<file path="src/design/lmip_pkg.sv">
// Package for the labeled maximum intensity projection block.
// Holds default parameters, fixed field widths, register codes and the
// controller types. No dependencies.
package lmip_pkg;

    localparam int SAMPLE_BITS_DEF = 16;
    localparam int MAX_DEPTH_DEF   = 1024;
    localparam int MAX_LABELS_DEF  = 63;
    localparam int CHANNELS_DEF    = 3;

    localparam int SAMPLE_W    = 16;
    localparam int LABEL_IN_W  = 8;
    localparam int DEPTH_OUT_W = 10;
    localparam int SUM_OUT_W   = 18;
    localparam int LABEL_OUT_W = 9;

    localparam int CFG_ADDR_W = 3;
    localparam int CFG_DATA_W = 32;
    localparam int CFG_IDX_W  = 1;
    localparam logic [CFG_IDX_W-1:0] REG_USE_MASK = 1'b0;

    localparam logic RESULT_PIXEL = 1'b0;
    localparam logic RESULT_LAYER = 1'b1;

    typedef enum logic [2:0] {
        S_IDLE,
        S_UPDATE,
        S_PIXEL,
        S_SCAN,
        S_LOAD
    } t_state;

    typedef struct packed {
        logic capture;
        logic update;
        logic load_pixel;
        logic read_layer;
        logic load_layer;
        logic next_idx;
        logic clear;
    } t_cmd;

    typedef struct packed {
        logic col_end;
        logic out_free;
        logic layers_none;
        logic seen_at_idx;
        logic layer_last;
    } t_status;

endpackage

</file>
<file path="src/design/lmip_if.sv">
// Stream interfaces for voxels in and projection results out.
// Depends on lmip_pkg for the field widths.
interface lmip_voxel_if
    import lmip_pkg::*;
();
    logic                  valid;
    logic                  ready;
    logic [SAMPLE_W-1:0]   chan_a;
    logic [SAMPLE_W-1:0]   chan_b;
    logic [SAMPLE_W-1:0]   chan_c;
    logic [LABEL_IN_W-1:0] label_in;
    logic                  column_end;

    modport source (output valid, chan_a, chan_b, chan_c, label_in, column_end,
                    input ready);
    modport sink   (input valid, chan_a, chan_b, chan_c, label_in, column_end,
                    output ready);
endinterface

interface lmip_result_if
    import lmip_pkg::*;
();
    logic                          valid;
    logic                          ready;
    logic                          result_type;
    logic [SAMPLE_W-1:0]           out_a;
    logic [SAMPLE_W-1:0]           out_b;
    logic [SAMPLE_W-1:0]           out_c;
    logic [DEPTH_OUT_W-1:0]        depth_index;
    logic [SUM_OUT_W-1:0]          sum_value;
    logic signed [LABEL_OUT_W-1:0] label_out;
    logic [SAMPLE_W-1:0]           sample_min;
    logic [SAMPLE_W-1:0]           sample_max;
    logic                          run_last;

    modport source (output valid, result_type, out_a, out_b, out_c, depth_index,
                    sum_value, label_out, sample_min, sample_max, run_last,
                    input ready);
    modport sink   (input valid, result_type, out_a, out_b, out_c, depth_index,
                    sum_value, label_out, sample_min, sample_max, run_last,
                    output ready);
endinterface

</file>
<file path="src/design/labeled_max_intensity_projection.sv">
// Top level of the labeled maximum intensity projection block.
// Holds the configuration register and joins lmip_ctrl and lmip_dp.
// Depends on lmip_pkg, lmip_if, lmip_ram, lmip_ctrl and lmip_dp.
//
//   Channel   Direction  Kind          Transfer when
//   i_voxel   in         valid/ready   valid and ready high at a rising edge
//   o_result  out        valid/ready   valid and ready high at a rising edge
//   APB       in/out     psel/penable  psel, penable, pready high; pwrite high for a write
//
// A voxel is accepted in S_IDLE, which also reads the label table RAM;
// S_UPDATE then updates the column best, the sample extremes and the table entry.
// A column end adds the combined pixel, a scan of the table entries up to the
// last seen label, and one result per seen label.
// Reset is synchronous and needs no clearing pass; the table RAM is gated by
// per-label seen bits. A stalled result holds only the column-end outputs.
module labeled_max_intensity_projection
    import lmip_pkg::*;
#(
    parameter int SAMPLE_BITS = SAMPLE_BITS_DEF,
    parameter int MAX_DEPTH   = MAX_DEPTH_DEF,
    parameter int MAX_LABELS  = MAX_LABELS_DEF,
    parameter int CHANNELS    = CHANNELS_DEF
) (
    input  logic                  i_clk,
    input  logic                  i_rst_n,
    lmip_voxel_if.sink            i_voxel,
    lmip_result_if.source         o_result,
    input  logic                  psel,
    input  logic                  penable,
    input  logic                  pwrite,
    input  logic [CFG_ADDR_W-1:0] paddr,
    input  logic [CFG_DATA_W-1:0] pwdata,
    output logic [CFG_DATA_W-1:0] prdata,
    output logic                  pready
);
    logic                 r_use_mask;
    logic [CFG_IDX_W-1:0] cfg_idx;
    t_cmd                 cmd;
    t_status              status;

    assign pready  = 1'b1;
    assign cfg_idx = paddr[CFG_ADDR_W-1:2];

    always_ff @(posedge i_clk) begin
        if (!i_rst_n) begin
            r_use_mask <= 1'b0;
        end else if (psel && penable && pwrite && cfg_idx == REG_USE_MASK) begin
            r_use_mask <= pwdata[0];
        end
    end

    assign prdata = (cfg_idx == REG_USE_MASK) ? CFG_DATA_W'(r_use_mask) : '0;

    lmip_ctrl u_ctrl (
        .i_clk     (i_clk),
        .i_rst_n   (i_rst_n),
        .i_in_valid(i_voxel.valid),
        .i_status  (status),
        .o_in_ready(i_voxel.ready),
        .o_cmd     (cmd)
    );

    lmip_dp #(
        .SAMPLE_BITS(SAMPLE_BITS),
        .MAX_DEPTH  (MAX_DEPTH),
        .MAX_LABELS (MAX_LABELS),
        .CHANNELS   (CHANNELS)
    ) u_dp (
        .i_clk        (i_clk),
        .i_rst_n      (i_rst_n),
        .i_use_mask   (r_use_mask),
        .i_cmd        (cmd),
        .o_status     (status),
        .i_chan_a     (i_voxel.chan_a),
        .i_chan_b     (i_voxel.chan_b),
        .i_chan_c     (i_voxel.chan_c),
        .i_label_in   (i_voxel.label_in),
        .i_column_end (i_voxel.column_end),
        .i_out_ready  (o_result.ready),
        .o_out_valid  (o_result.valid),
        .o_result_type(o_result.result_type),
        .o_out_a      (o_result.out_a),
        .o_out_b      (o_result.out_b),
        .o_out_c      (o_result.out_c),
        .o_depth_index(o_result.depth_index),
        .o_sum_value  (o_result.sum_value),
        .o_label_out  (o_result.label_out),
        .o_sample_min (o_result.sample_min),
        .o_sample_max (o_result.sample_max),
        .o_run_last   (o_result.run_last)
    );
endmodule

</file>
<file path="src/design/lmip_ram.sv">
// Generic single-write, single-read RAM with registered read data.
// No dependencies.
module lmip_ram #(
    parameter int WIDTH = 8,
    parameter int DEPTH = 16,
    parameter int ADDR_W = (DEPTH > 1) ? $clog2(DEPTH) : 1
) (
    input  logic              i_clk,
    input  logic              i_we,
    input  logic [ADDR_W-1:0] i_waddr,
    input  logic [WIDTH-1:0]  i_wdata,
    input  logic              i_re,
    input  logic [ADDR_W-1:0] i_raddr,
    output logic [WIDTH-1:0]  o_rdata
);
    logic [WIDTH-1:0] r_mem [DEPTH];
    logic [WIDTH-1:0] r_rdata;

    always_ff @(posedge i_clk) begin
        if (i_we) begin
            r_mem[i_waddr] <= i_wdata;
        end
        if (i_re) begin
            r_rdata <= r_mem[i_raddr];
        end
    end

    assign o_rdata = r_rdata;
endmodule

</file>
<file path="src/design/lmip_ctrl.sv">
// Controller state machine for the projection block.
// Depends on lmip_pkg for the state, command and status types.
module lmip_ctrl
    import lmip_pkg::*;
(
    input  logic    i_clk,
    input  logic    i_rst_n,
    input  logic    i_in_valid,
    input  t_status i_status,
    output logic    o_in_ready,
    output t_cmd    o_cmd
);
    t_state r_state;
    t_state n_state;

    always_ff @(posedge i_clk) begin
        if (!i_rst_n) begin
            r_state <= S_IDLE;
        end else begin
            r_state <= n_state;
        end
    end

    always_comb begin
        n_state    = r_state;
        o_cmd      = '0;
        o_in_ready = 1'b0;
        unique case (r_state)
            S_IDLE: begin
                o_in_ready = 1'b1;
                if (i_in_valid) begin
                    o_cmd.capture = 1'b1;
                    n_state       = S_UPDATE;
                end
            end
            S_UPDATE: begin
                o_cmd.update = 1'b1;
                n_state      = i_status.col_end ? S_PIXEL : S_IDLE;
            end
            S_PIXEL: begin
                if (i_status.out_free) begin
                    o_cmd.load_pixel = 1'b1;
                    if (i_status.layers_none) begin
                        o_cmd.clear = 1'b1;
                        n_state     = S_IDLE;
                    end else begin
                        n_state = S_SCAN;
                    end
                end
            end
            S_SCAN: begin
                if (i_status.seen_at_idx) begin
                    o_cmd.read_layer = 1'b1;
                    n_state          = S_LOAD;
                end else begin
                    o_cmd.next_idx = 1'b1;
                end
            end
            S_LOAD: begin
                if (i_status.out_free) begin
                    o_cmd.load_layer = 1'b1;
                    if (i_status.layer_last) begin
                        o_cmd.clear = 1'b1;
                        n_state     = S_IDLE;
                    end else begin
                        o_cmd.next_idx = 1'b1;
                        n_state        = S_SCAN;
                    end
                end
            end
            default: begin
                n_state = S_IDLE;
            end
        endcase
    end
endmodule

</file>
<file path="src/design/lmip_dp.sv">
// Datapath: voxel capture, column best, sample extremes, label layer table
// and the result output register. Depends on lmip_pkg and lmip_ram.
module lmip_dp
    import lmip_pkg::*;
#(
    parameter int SAMPLE_BITS = SAMPLE_BITS_DEF,
    parameter int MAX_DEPTH   = MAX_DEPTH_DEF,
    parameter int MAX_LABELS  = MAX_LABELS_DEF,
    parameter int CHANNELS    = CHANNELS_DEF
) (
    input  logic                          i_clk,
    input  logic                          i_rst_n,
    input  logic                          i_use_mask,
    input  t_cmd                          i_cmd,
    output t_status                       o_status,
    input  logic [SAMPLE_W-1:0]           i_chan_a,
    input  logic [SAMPLE_W-1:0]           i_chan_b,
    input  logic [SAMPLE_W-1:0]           i_chan_c,
    input  logic [LABEL_IN_W-1:0]         i_label_in,
    input  logic                          i_column_end,
    input  logic                          i_out_ready,
    output logic                          o_out_valid,
    output logic                          o_result_type,
    output logic [SAMPLE_W-1:0]           o_out_a,
    output logic [SAMPLE_W-1:0]           o_out_b,
    output logic [SAMPLE_W-1:0]           o_out_c,
    output logic [DEPTH_OUT_W-1:0]        o_depth_index,
    output logic [SUM_OUT_W-1:0]          o_sum_value,
    output logic signed [LABEL_OUT_W-1:0] o_label_out,
    output logic [SAMPLE_W-1:0]           o_sample_min,
    output logic [SAMPLE_W-1:0]           o_sample_max,
    output logic                          o_run_last
);
    localparam int SB      = SAMPLE_BITS;
    localparam int SUM_W   = SAMPLE_BITS + 2;
    localparam int DEPTH_W = $clog2(MAX_DEPTH);
    localparam int LBL_W   = (MAX_LABELS > 1) ? $clog2(MAX_LABELS) : 1;
    localparam int CNT_W   = $clog2(MAX_LABELS + 1);
    localparam int MEM_W   = DEPTH_OUT_W + SUM_W;
    localparam logic [DEPTH_W-1:0] DEPTH_TOP = DEPTH_W'(MAX_DEPTH - 1);
    localparam logic signed [LABEL_OUT_W-1:0] NO_LABEL = '1;

    logic [SB-1:0]                 r_a;
    logic [SB-1:0]                 r_b;
    logic [SB-1:0]                 r_c;
    logic [LABEL_IN_W-1:0]         r_label;
    logic                          r_end;

    logic [SUM_W-1:0]              r_best_sum;
    logic [SB-1:0]                 r_best_a;
    logic [SB-1:0]                 r_best_b;
    logic [SB-1:0]                 r_best_c;
    logic [DEPTH_OUT_W-1:0]        r_best_depth;
    logic signed [LABEL_OUT_W-1:0] r_best_label;
    logic [DEPTH_W-1:0]            r_depth_cnt;
    logic [SB-1:0]                 r_low;
    logic [SB-1:0]                 r_high;
    logic [MAX_LABELS-1:0]         r_seen;
    logic [CNT_W-1:0]              r_layer_cnt;
    logic [CNT_W-1:0]              r_emit_cnt;
    logic [LBL_W-1:0]              r_idx;

    logic                          r_out_valid;
    logic                          r_out_type;
    logic [SAMPLE_W-1:0]           r_out_a;
    logic [SAMPLE_W-1:0]           r_out_b;
    logic [SAMPLE_W-1:0]           r_out_c;
    logic [DEPTH_OUT_W-1:0]        r_out_depth;
    logic [SUM_OUT_W-1:0]          r_out_sum;
    logic signed [LABEL_OUT_W-1:0] r_out_label;
    logic [SAMPLE_W-1:0]           r_out_min;
    logic [SAMPLE_W-1:0]           r_out_max;
    logic                          r_out_last;

    logic [SUM_W-1:0]       sum;
    logic [SB-1:0]          n_low;
    logic [SB-1:0]          n_high;
    logic [LBL_W-1:0]       lidx;
    logic                   in_table;
    logic                   layer_wr;
    logic [DEPTH_OUT_W-1:0] depth_now;
    logic                   mem_re;
    logic [LBL_W-1:0]       mem_raddr;
    logic [MEM_W-1:0]       mem_rdata;
    logic [SUM_W-1:0]       rd_sum;
    logic [DEPTH_OUT_W-1:0] rd_depth;
    logic                   layer_last;

    assign sum       = SUM_W'(r_a) + SUM_W'(r_b) + SUM_W'(r_c);
    assign lidx      = r_label[LBL_W-1:0];
    assign in_table  = r_label < LABEL_IN_W'(MAX_LABELS);
    assign depth_now = DEPTH_OUT_W'(r_depth_cnt);
    assign rd_sum    = mem_rdata[SUM_W-1:0];
    assign rd_depth  = mem_rdata[MEM_W-1:SUM_W];
    assign layer_wr  = i_cmd.update && i_use_mask && in_table
                       && (!r_seen[lidx] || sum > rd_sum);
    assign mem_re    = i_cmd.capture || i_cmd.read_layer;
    assign mem_raddr = i_cmd.capture ? i_label_in[LBL_W-1:0] : r_idx;
    assign layer_last = CNT_W'(r_emit_cnt + 1'b1) == r_layer_cnt;

    always_comb begin
        n_low  = r_low;
        n_high = r_high;
        if (r_a < n_low) begin
            n_low = r_a;
        end
        if (r_a > n_high) begin
            n_high = r_a;
        end
        if (CHANNELS >= 2) begin
            if (r_b < n_low) begin
                n_low = r_b;
            end
            if (r_b > n_high) begin
                n_high = r_b;
            end
        end
        if (CHANNELS >= 3) begin
            if (r_c < n_low) begin
                n_low = r_c;
            end
            if (r_c > n_high) begin
                n_high = r_c;
            end
        end
    end

    lmip_ram #(
        .WIDTH (MEM_W),
        .DEPTH (MAX_LABELS),
        .ADDR_W(LBL_W)
    ) u_layer_ram (
        .i_clk  (i_clk),
        .i_we   (layer_wr),
        .i_waddr(lidx),
        .i_wdata({depth_now, sum}),
        .i_re   (mem_re),
        .i_raddr(mem_raddr),
        .o_rdata(mem_rdata)
    );

    always_ff @(posedge i_clk) begin
        if (i_cmd.capture) begin
            r_a     <= i_chan_a[SB-1:0];
            r_b     <= (CHANNELS >= 2) ? i_chan_b[SB-1:0] : '0;
            r_c     <= (CHANNELS >= 3) ? i_chan_c[SB-1:0] : '0;
            r_label <= i_label_in;
            r_end   <= i_column_end;
        end
    end

    always_ff @(posedge i_clk) begin
        if (!i_rst_n) begin
            r_best_sum   <= '0;
            r_best_a     <= '0;
            r_best_b     <= '0;
            r_best_c     <= '0;
            r_best_depth <= '0;
            r_best_label <= NO_LABEL;
            r_depth_cnt  <= '0;
            r_low        <= '1;
            r_high       <= '0;
            r_seen       <= '0;
            r_layer_cnt  <= '0;
            r_emit_cnt   <= '0;
            r_idx        <= '0;
            r_out_valid  <= 1'b0;
        end else begin
            if (i_cmd.update) begin
                r_low  <= n_low;
                r_high <= n_high;
                if (sum > r_best_sum) begin
                    r_best_sum   <= sum;
                    r_best_a     <= r_a;
                    r_best_b     <= r_b;
                    r_best_c     <= r_c;
                    r_best_depth <= depth_now;
                    r_best_label <= i_use_mask ? LABEL_OUT_W'(r_label) : NO_LABEL;
                end
                if (layer_wr) begin
                    r_seen[lidx] <= 1'b1;
                    if (!r_seen[lidx]) begin
                        r_layer_cnt <= CNT_W'(r_layer_cnt + 1'b1);
                    end
                end
                if (r_depth_cnt != DEPTH_TOP) begin
                    r_depth_cnt <= DEPTH_W'(r_depth_cnt + 1'b1);
                end
            end
            if (i_cmd.load_pixel) begin
                r_idx      <= '0;
                r_emit_cnt <= '0;
            end
            if (i_cmd.next_idx) begin
                r_idx <= LBL_W'(r_idx + 1'b1);
            end
            if (i_cmd.load_layer) begin
                r_emit_cnt <= CNT_W'(r_emit_cnt + 1'b1);
            end
            if (i_cmd.clear) begin
                r_best_sum   <= '0;
                r_best_a     <= '0;
                r_best_b     <= '0;
                r_best_c     <= '0;
                r_best_depth <= '0;
                r_best_label <= NO_LABEL;
                r_depth_cnt  <= '0;
                r_seen       <= '0;
                r_layer_cnt  <= '0;
            end
            if (i_cmd.load_pixel || i_cmd.load_layer) begin
                r_out_valid <= 1'b1;
            end else if (i_out_ready) begin
                r_out_valid <= 1'b0;
            end
        end
    end

    always_ff @(posedge i_clk) begin
        if (i_cmd.load_pixel) begin
            r_out_type  <= RESULT_PIXEL;
            r_out_a     <= SAMPLE_W'(r_best_a);
            r_out_b     <= SAMPLE_W'(r_best_b);
            r_out_c     <= SAMPLE_W'(r_best_c);
            r_out_depth <= r_best_depth;
            r_out_sum   <= SUM_OUT_W'(r_best_sum);
            r_out_label <= r_best_label;
            r_out_min   <= SAMPLE_W'(r_low);
            r_out_max   <= SAMPLE_W'(r_high);
            r_out_last  <= r_layer_cnt == '0;
        end else if (i_cmd.load_layer) begin
            r_out_type  <= RESULT_LAYER;
            r_out_a     <= '0;
            r_out_b     <= '0;
            r_out_c     <= '0;
            r_out_depth <= rd_depth;
            r_out_sum   <= SUM_OUT_W'(rd_sum);
            r_out_label <= LABEL_OUT_W'(r_idx);
            r_out_min   <= SAMPLE_W'(r_low);
            r_out_max   <= SAMPLE_W'(r_high);
            r_out_last  <= layer_last;
        end
    end

    assign o_status.col_end     = r_end;
    assign o_status.out_free    = !r_out_valid || i_out_ready;
    assign o_status.layers_none = r_layer_cnt == '0;
    assign o_status.seen_at_idx = r_seen[r_idx];
    assign o_status.layer_last  = layer_last;

    assign o_out_valid   = r_out_valid;
    assign o_result_type = r_out_type;
    assign o_out_a       = r_out_a;
    assign o_out_b       = r_out_b;
    assign o_out_c       = r_out_c;
    assign o_depth_index = r_out_depth;
    assign o_sum_value   = r_out_sum;
    assign o_label_out   = r_out_label;
    assign o_sample_min  = r_out_min;
    assign o_sample_max  = r_out_max;
    assign o_run_last    = r_out_last;
endmodule
</file>
<file path="src/flat_wrapper.sv">
// flat-port wrapper written by rule: the top's interface ports become plain ports
module labeled_max_intensity_projection_flat import lmip_pkg::*;
#(
    parameter int SAMPLE_BITS = SAMPLE_BITS_DEF,
    parameter int MAX_DEPTH   = MAX_DEPTH_DEF,
    parameter int MAX_LABELS  = MAX_LABELS_DEF,
    parameter int CHANNELS    = CHANNELS_DEF
)
  (i_clk, i_rst_n, psel, penable, pwrite, paddr, pwdata, prdata, pready, i_voxel_valid, i_voxel_chan_a, i_voxel_chan_b, i_voxel_chan_c, i_voxel_label_in, i_voxel_column_end, i_voxel_ready, o_result_valid, o_result_result_type, o_result_out_a, o_result_out_b, o_result_out_c, o_result_depth_index, o_result_sum_value, o_result_label_out, o_result_sample_min, o_result_sample_max, o_result_run_last, o_result_ready);
  lmip_voxel_if i_voxel_i ();
  lmip_result_if o_result_i ();
  input  logic i_clk;
  input  logic i_rst_n;
  input  logic psel;
  input  logic penable;
  input  logic pwrite;
  input  logic [CFG_ADDR_W-1:0] paddr;
  input  logic [CFG_DATA_W-1:0] pwdata;
  output logic [CFG_DATA_W-1:0] prdata;
  output logic pready;
  input wire logic [$bits(i_voxel_i.valid)-1:0] i_voxel_valid;
  input wire logic [$bits(i_voxel_i.chan_a)-1:0] i_voxel_chan_a;
  input wire logic [$bits(i_voxel_i.chan_b)-1:0] i_voxel_chan_b;
  input wire logic [$bits(i_voxel_i.chan_c)-1:0] i_voxel_chan_c;
  input wire logic [$bits(i_voxel_i.label_in)-1:0] i_voxel_label_in;
  input wire logic [$bits(i_voxel_i.column_end)-1:0] i_voxel_column_end;
  output wire logic [$bits(i_voxel_i.ready)-1:0] i_voxel_ready;
  output wire logic [$bits(o_result_i.valid)-1:0] o_result_valid;
  output wire logic [$bits(o_result_i.result_type)-1:0] o_result_result_type;
  output wire logic [$bits(o_result_i.out_a)-1:0] o_result_out_a;
  output wire logic [$bits(o_result_i.out_b)-1:0] o_result_out_b;
  output wire logic [$bits(o_result_i.out_c)-1:0] o_result_out_c;
  output wire logic [$bits(o_result_i.depth_index)-1:0] o_result_depth_index;
  output wire logic [$bits(o_result_i.sum_value)-1:0] o_result_sum_value;
  output wire logic [$bits(o_result_i.label_out)-1:0] o_result_label_out;
  output wire logic [$bits(o_result_i.sample_min)-1:0] o_result_sample_min;
  output wire logic [$bits(o_result_i.sample_max)-1:0] o_result_sample_max;
  output wire logic [$bits(o_result_i.run_last)-1:0] o_result_run_last;
  input wire logic [$bits(o_result_i.ready)-1:0] o_result_ready;
  assign i_voxel_i.valid = i_voxel_valid;
  assign i_voxel_i.chan_a = i_voxel_chan_a;
  assign i_voxel_i.chan_b = i_voxel_chan_b;
  assign i_voxel_i.chan_c = i_voxel_chan_c;
  assign i_voxel_i.label_in = i_voxel_label_in;
  assign i_voxel_i.column_end = i_voxel_column_end;
  assign i_voxel_ready = i_voxel_i.ready;
  assign o_result_valid = o_result_i.valid;
  assign o_result_result_type = o_result_i.result_type;
  assign o_result_out_a = o_result_i.out_a;
  assign o_result_out_b = o_result_i.out_b;
  assign o_result_out_c = o_result_i.out_c;
  assign o_result_depth_index = o_result_i.depth_index;
  assign o_result_sum_value = o_result_i.sum_value;
  assign o_result_label_out = o_result_i.label_out;
  assign o_result_sample_min = o_result_i.sample_min;
  assign o_result_sample_max = o_result_i.sample_max;
  assign o_result_run_last = o_result_i.run_last;
  assign o_result_i.ready = o_result_ready;
  labeled_max_intensity_projection #(.SAMPLE_BITS(SAMPLE_BITS), .MAX_DEPTH(MAX_DEPTH), .MAX_LABELS(MAX_LABELS), .CHANNELS(CHANNELS)) u_core (.i_clk(i_clk), .i_rst_n(i_rst_n), .i_voxel(i_voxel_i), .o_result(o_result_i), .psel(psel), .penable(penable), .pwrite(pwrite), .paddr(paddr), .pwdata(pwdata), .prdata(prdata), .pready(pready));
endmodule
</file>
<file path="config.mk">
export PLATFORM = sky130hd
export DESIGN_NAME = labeled_max_intensity_projection_flat
export DESIGN_NICKNAME = d
export VERILOG_FILES = /design/src/design/lmip_pkg.sv /design/src/design/lmip_if.sv /design/src/design/labeled_max_intensity_projection.sv /design/src/design/lmip_ram.sv /design/src/design/lmip_ctrl.sv /design/src/design/lmip_dp.sv /design/src/flat_wrapper.sv
export SDC_FILE = /design/constraint.sdc
export NUM_CORES = 2
export LEC_CHECK = 0
export BUFFER_PORTS_ARGS = -buffer_cell sky130_fd_sc_hd__buf_2
export CAP_MARGIN = 20
export CORE_MARGIN = 4
export CORE_UTILIZATION = 55
export CTS_CLUSTER_DIAMETER = 80
export CTS_CLUSTER_SIZE = 40
export DETAILED_ROUTE_END_ITERATION = 8
export GPL_ROUTABILITY_DRIVEN = 0
export GPL_TIMING_DRIVEN = 0
export PLACE_DENSITY = 0.76
export SLEW_MARGIN = 5
export SYNTH_ARGS = -nofsm -noshare
export SYNTH_HDL_FRONTEND = slang
export SYNTH_SLANG_ARGS = --single-unit
</file>
<file path="constraint.sdc">
create_clock -name i_clk -period 11.6 [get_ports i_clk]
set_input_delay 1.74 -clock i_clk [delete_from_list [all_inputs] [get_ports i_clk]]
set_output_delay 1.74 -clock i_clk [all_outputs]
set_load 0.05 [all_outputs]
</file>
* Word level (Yosys, flattened, before mapping) *
Memory sizes are Yosys's and may differ from the RTL's. A register that Yosys moved wholly into a read port is not among the register bits.
Cells that the tools add are included.

cells by class
  reduce and logical (&&, ||, !) cells = 24
  eq/ne operators = 10
  add/subtract/negate cells = 6
  muxes and demuxes = 63
  bitwise gates (word level) = 4
  $lt $le $gt $ge = 12

operators by type and width
  operator                                                                      count
  16-bit 2-to-1 mux                                                             14
  63-bit OR                                                                     1
  16-bit greater-than comparator                                                3
  16-bit less-than comparator                                                   3
  18-bit greater-than comparator                                                2
  18-bit 2-to-1 mux                                                             2
  9-bit 2-to-1 mux                                                              3
  1-bit 2-to-1 mux                                                              24
  6-bit 2-to-1 mux                                                              4
  10-bit 2-to-1 mux                                                             2
  18-bit by 16-bit adder with 18-bit output                                     1
  6-bit by 1-bit adder with 6-bit output, second input constant                 3
  16-bit by 16-bit adder with 17-bit output                                     1
  3-bit 2-to-1 mux                                                              5
  3-bit case mux with 5 select lines                                            1
  6-bit by 7-bit less-than comparator with 1-bit output, second input constant  2
  1-bit binary-select mux with 6-bit select                                     2
  10-bit by 1-bit adder with 10-bit output, second input constant               1
  10-bit inequality test, second input constant                                 1
  8-bit by 6-bit less-than comparator with 1-bit output, second input constant  1
  1-bit logical AND                                                             7
  1-bit demux with 6-bit select                                                 1
  3-bit by 2-bit == test with 1-bit output, second input constant               2
  6-bit == test                                                                 1
  17 further kinds                                                              32

storage, ports and cells
  word-level logic and storage cells = 151
  input port bits = 99
  memories kept = 1
  output and inout port bits = 154
  RAM bits = 1,764
  flip-flop bits (word level) = 389

memory list
  memory                         depth  bits a word  read ports  clocked after memory_dff  wr ports  line            source
  u_core.u_dp.u_layer_ram.r_mem  63     28           1           1                         1         lmip_ram.sv:16  logic [WIDTH-1:0] r_mem [DEPTH];

* Longest topological paths before layout *
  depth in word-level cells = 7
  depth in mapped cells = 31
  gate-level depth less buffers = 27

* Modules after synthesis *
A second synthesis with hierarchy kept.

second synthesis, totals
  cells, all modules = 4,981
  area total of the unflattened synthesis = 88,956.6 µm²

modules (own cells, without submodules)
  module                            area an instance (µm²)  seq. area each (µm²)  instances  cells an instance
  lmip_ram                          68,391.8                53,811.6              1          3,058
  lmip_dp                           19,929.1                9,459.1               1          1,845
  lmip_ctrl                         320.3                   60.1                  1          38
  labeled_max_intensity_projection  315.3                   20.0                  1          40

* Worst setup path before layout *
OpenSTA, ideal clock, no wires.

  path kind = reg-to-reg
  start point = register u_core.u_dp.r_a[0]
  end point = memory u_core.u_dp.u_layer_ram.r_mem[0][0] (netlist name), enable pin
  cell stages (with the launch flop) = 26
  buffers on the path = 0
  period minus slack after synthesis = 8.714 ns
  arrival = 8.264 ns
  data required time = 11.149 ns
  setup time = 0.451 ns
  path slack = 2.886 ns
  cells stage by stage = edfxtp_1 ha_1 inv_1 fa_1 nor2b_1 o21a_1 o21ai_0 nand2b_1 a21o_1 a21o_1 a21oi_1 xnor2_1 ha_1 and2_1 a31o_2 nor3_1 o31ai_1 xor2_1 ha_1 and4_1 nand4_1 nor4_1 a211oi_1 nand3_1 a21o_4 nor3_1

on the way
  cells in the longest elaborated chain, start to end = 7

RTL lines
  item                                       line            source
  start: declaration                         lmip_dp.sv:43   logic [SB-1:0] r_a;
  start signal: assignment                   lmip_dp.sv:144  r_a <= i_chan_a[SB-1:0];
  16-bit by 16-bit adder with 17-bit output  lmip_dp.sv:89   assign sum = SUM_W'(r_a) + SUM_W'(r_b) + SUM_W'(r_c);
  18-bit by 16-bit adder with 18-bit output  lmip_dp.sv:89
  named net u_core.u_dp.sum[15]              lmip_dp.sv:75   logic [SUM_W-1:0] sum;
  18-bit greater-than comparator             lmip_dp.sv:96   && (!r_seen[lidx] || sum > rd_sum);
  1-bit logical OR                           lmip_dp.sv:96
  1-bit logical AND                          lmip_dp.sv:96
  1-bit 2-to-1 mux                           lmip_ram.sv:20  if (i_we) begin
  1-bit 2-to-1 mux (implied by the code)     lmip_ram.sv:21  r_mem[i_waddr] <= i_wdata;
  end: declaration                           lmip_ram.sv:16

The timed path passes the listed nets, and every way through them passes these cells.

* Worst setup path after layout *
  start point = register u_core.u_dp.r_a[9]
  end point = register u_core.u_dp.r_high[9]

on the way
  cells in the longest elaborated chain, start to end = 6

RTL lines
  item                            line            source
  16-bit greater-than comparator  lmip_dp.sv:107  if (r_a > n_high) begin
  16-bit 2-to-1 mux *             lmip_dp.sv:107
  16-bit greater-than comparator  lmip_dp.sv:114  if (r_b > n_high) begin
  16-bit 2-to-1 mux *             lmip_dp.sv:114
  16-bit greater-than comparator  lmip_dp.sv:122  if (r_c > n_high) begin
  16-bit 2-to-1 mux *             lmip_dp.sv:122
  end signal: assignment          lmip_dp.sv:171  r_high <= n_high;
  end: declaration                lmip_dp.sv:57   logic [SB-1:0] r_high;

Mark *: on every way between the ends. The rest lies on a longest branch, timed or not.
A chain may end at the register's enable or synchronous reset.

==> key figures <==
Status
  – Outcome: finished, final reports clean

Synthesis
  – Largest family of logic cells by synthesized area: multiplexers
  – Synth Area in Compound Gates: roughly 5.2%
  – Sequential area share after synthesis: a little under three quarters
  – EDFF count, synth: 1967
  – Post-Synth Simple-Gate Area: between 6 and 7%
  – Synth unique cells: 68
  – Mapped Cells: between 5000 and 6000
  – Synth warnings: 0
  – Synth Register Bits: between 2000 and 2500
  – Synth Flop Type: edfxtp_1
  – Share of flip-flops with an asynchronous set or reset: 0%
  – Fraction of synthesized area in multiplexers: 12.2%
  – Synth Cell Area: roughly 89000 sq um
  – Mean Syn Cell Area: 16.8 sq um
  – Adder-Cell Fraction of Synth Area: between 2 and 2.5%
  – Largest cells by area after synthesis: edfxtp_1 66%, mux4_2 11%, dfxtp_1 4.8%, nand2_1 2.7%, ha_1 2.3%
  – XOR/XNOR share of the synthesized area: 0.451%
  – Synth top area share: roughly two thirds
  – Post-synth top area cell: edfxtp_1

Job
  – Max-Cap Viols: 0

Clock network
  – Worst skew pair latency: 0.83 ns
  – Cell chosen for the clock root: clkbuf_16
  – Setup bufs post-CTS: 0
  – CTS Buffer Depth: 3
  – Hold-fix buffers, CTS: 0
  – Total CTS buffers: 90
  – PostCTS Resize Cnt: 0
  – CTS H-tree depth: 3
  – Clk sinks: approximately 2200
  – CTS tree: built
  – Clock Pin Slew Worst Setup and Hold Paths: between 0.1 and 0.15 ns

Power and ir drop
  – Pleak: roughly 34 nW
  – VDD IR max: around 0.00018 V
  – Overall power: roughly 20 mW
  – P per Cell Area: 197 nW/um^2

STA
  – Post-Route Setup TNS: 0 ns
  – Final period util: between 60% and 70%
  – Hold Vio Cnt, Final: 0
  – Max Freq: between 0.1 and 0.15 GHz
  – Rel. slew slack: between 10% and 20%
  – Final Max Tran Viols: 0
  – Final Critical Period: a little over 8 ns
  – RSZ-0062 raised after global routing: false
  – Final setup vio count: 0
  – Worst Tran Pin Value: approximately 1.2 ns
  – Max Clock Skew: 0.0976 ns

Drt
  – Violation count after the first detailed-route iteration: between 8000 and 9000
  – Vias: 53000
  – WL per Instance: between 30 and 40 microns
  – Post-DRT Antenna Nets: 0
  – DRC violations left: 0
  – Final wirelength: approximately 250000 microns
  – Pre-antenna DRT Iters: 8
  – Via density per instance: around 6.6

Placed design
  – Port-buffer cells: around 190
  – Cells after DPL: roughly 7900
  – DP HPWL: 179000 microns
  – Dpl cell area: ~97000 sq um

Floorplan
  – Die area: 169000 sq um
  – Core box area: approximately 160000 sq um
  – Die W: 411 microns
  – Die height: ~410 microns
  – Starting Density: between 50 and 60%
  – IO Count: roughly 250
  – Rows: between 100 and 150

Global route
  – First-pass GRT wire length: between 300000 and 400000 microns
  – Antenna violations before repair: 9
  – GRT Total Usage: between 20 and 30%
  – Grt ovf: 0
  – Number of global-route vias before repair: around 50000
  – Largest net degree at the start of global routing: 76

Finish
  – Most frequent cells in the layout: 1967 x edfxtp_1, 649 x nand2_1, 445 x mux4_2, 271 x buf_2, 204 x dfxtp_1
  – # fillers: between 10000 and 15000
  – P&R area growth vs syn: 12.5%
  – Final Util: between 60% and 70%
  – Commonest non-fill, non-tap cell in the layout: edfxtp_1
  – Final Net Count: just over 6000
  – Final Instance Area: 101000 sq um
  – Post-Layout Cell Count: between 8000 and 9000
  – Layout cell share with drive strength beyond 1: approximately a fifth

Setup path
  – CP Class: register to register
  – Max incr delay on CP: 0.68 ns
  – CP max stage cell: edfxtp_1
  – CP top delay family: compound AO/OA/AOI/OAI gates
  – CP Capture Type: register
  – Required time worst endpoint: around 12 ns
  – CP startpoint kind: register
  – Crit path buf inv count: 5
  – CP max FO: 10
  – CP arrival: about 8.7 ns

Hold path
  – Worst Hold Class: register to register
## layout make-up
| cell class | instances | area (sq um) | share of cell area, % |
|---|---|---|---|
| Inverter | 114 | 430 | 0.428 |
| Timing Repair Buffer | 369 | 4130 | 4.10 |
| Clock buffer | 94 | 2270 | 2.25 |
| Multi-Input combinational cell | 2729 | 24700 | 24.6 |
| Buffer | 331 | 1560 | 1.55 |
| Antenna cell | 5 | 12.5 | 0.0124 |
| Sequential cell | 2181 | 63400 | 63.0 |
| Clock inverter | 72 | 1360 | 1.35 |
| Tap cell | 2160 | 2700 | 2.69 |
## cells by family after synthesis
family / count (synthesis)
DFF: 2181
and+or+nand+nor: 1230
AOI/OAI and AO/OA: 721
muxes: 532
buffers and inverters: 445
adders and majority gates: 168
xor gates and xnor gates: 46
other: 2
## synthesized netlist by cell type (9+ instances only)
| cell type | count |
|---|---|
| o21ai_0 | 173 |
| buf_1 | 31 |
| xnor2_1 | 35 |
| nor3_2 | 59 |
| inv_1 | 114 |
| nor4b_1 | 15 |
| ha_1 | 165 |
| nor3_1 | 25 |
| a31oi_1 | 64 |
| o221ai_1 | 31 |
| nand2_1 | 649 |
| edfxtp_1 | 1967 |
| buf_4 | 38 |
| and3_1 | 30 |
| buf_6 | 9 |
| a211oi_1 | 83 |
| dfxtp_1 | 214 |
| a21o_1 | 36 |
| o21a_1 | 76 |
| nor2_1 | 83 |
| xor2_1 | 11 |
| mux2i_1 | 52 |
| nand3_1 | 134 |
| nand4_1 | 40 |
| mux2_2 | 35 |
| or3_1 | 10 |
| and2_1 | 117 |
| nor2b_1 | 18 |
| mux4_2 | 445 |
| a21oi_1 | 142 |
| buf_2 | 85 |
| clkbuf_1 | 168 |
| o211ai_1 | 28 |
| a22oi_1 | 33 |
| nand2b_1 | 14 |
## registers in the layout, indices dropped and copies added, names as in the netlist, 18 cells and up
name                             count
u_core.u_dp.u_layer_ram.o_rdata     28
u_core.u_dp.r_seen                  63
u_core.u_dp.r_best_sum              18
u_core.u_dp.o_sum_value             18
u_core.u_dp.u_layer_ram.r_mem     1764
## per-stage QoR
step / hold slack [ns] / setup WS [ns]
floorplan: 0.430 / 2.89
global placement: 0.438 / -3.33
detailed placement: 0.442 / 3.76
CTS: 0.459 / 3.70
global route: 0.481 / 2.98
finish: 0.459 / 3.55
## worst paths after layout
kind,from,to,slack [ns],cells past startpoint
min reg2reg,u_core.u_dp.r_best_b[13]$_SDFFE_PP0P_,u_core.u_dp.r_best_b[13]$_SDFFE_PP0P_,0.46,2
max,u_core.u_dp.r_a[9]$_DFFE_PP_,u_core.u_dp.r_high[9]$_SDFFE_PN0P_,3.55,30
min,u_core.u_dp.r_best_b[13]$_SDFFE_PP0P_,u_core.u_dp.r_best_b[13]$_SDFFE_PP0P_,0.46,2
max reg2reg,u_core.u_dp.r_a[9]$_DFFE_PP_,u_core.u_dp.r_high[9]$_SDFFE_PN0P_,3.55,30
## worst reg2reg max path: cells and delay by family (launching register included)
family	cells	cell delay, ns
DFF	1	0.68
adders and majority gates	3	0.90
and+or+nand+nor	6	0.97
AOI/OAI and AO/OA	14	3.12
buffers and inverters	5	1.65
muxes	2	0.59
## metal layers
metal  global-route usage [%]  up-vias  share of wire [%]
li1                         -    21800                  -
met1                     39.3    26700                 35
met2                     45.2     3776                 46
met3                     7.39      677                 12
met4                     16.5        2                7.1
met5                        0        -             0.0060
## where the power goes
| part | internal, mW | switching [mW] |
|---|---|---|
| Combinational | 1.61 | 3.65 |
| Sequential | 9.85 | 0.187 |
| Clock | 1.71 | 2.83 |
| Total | 13.2 | 6.67 |
(Power assumes the default switching activity.)
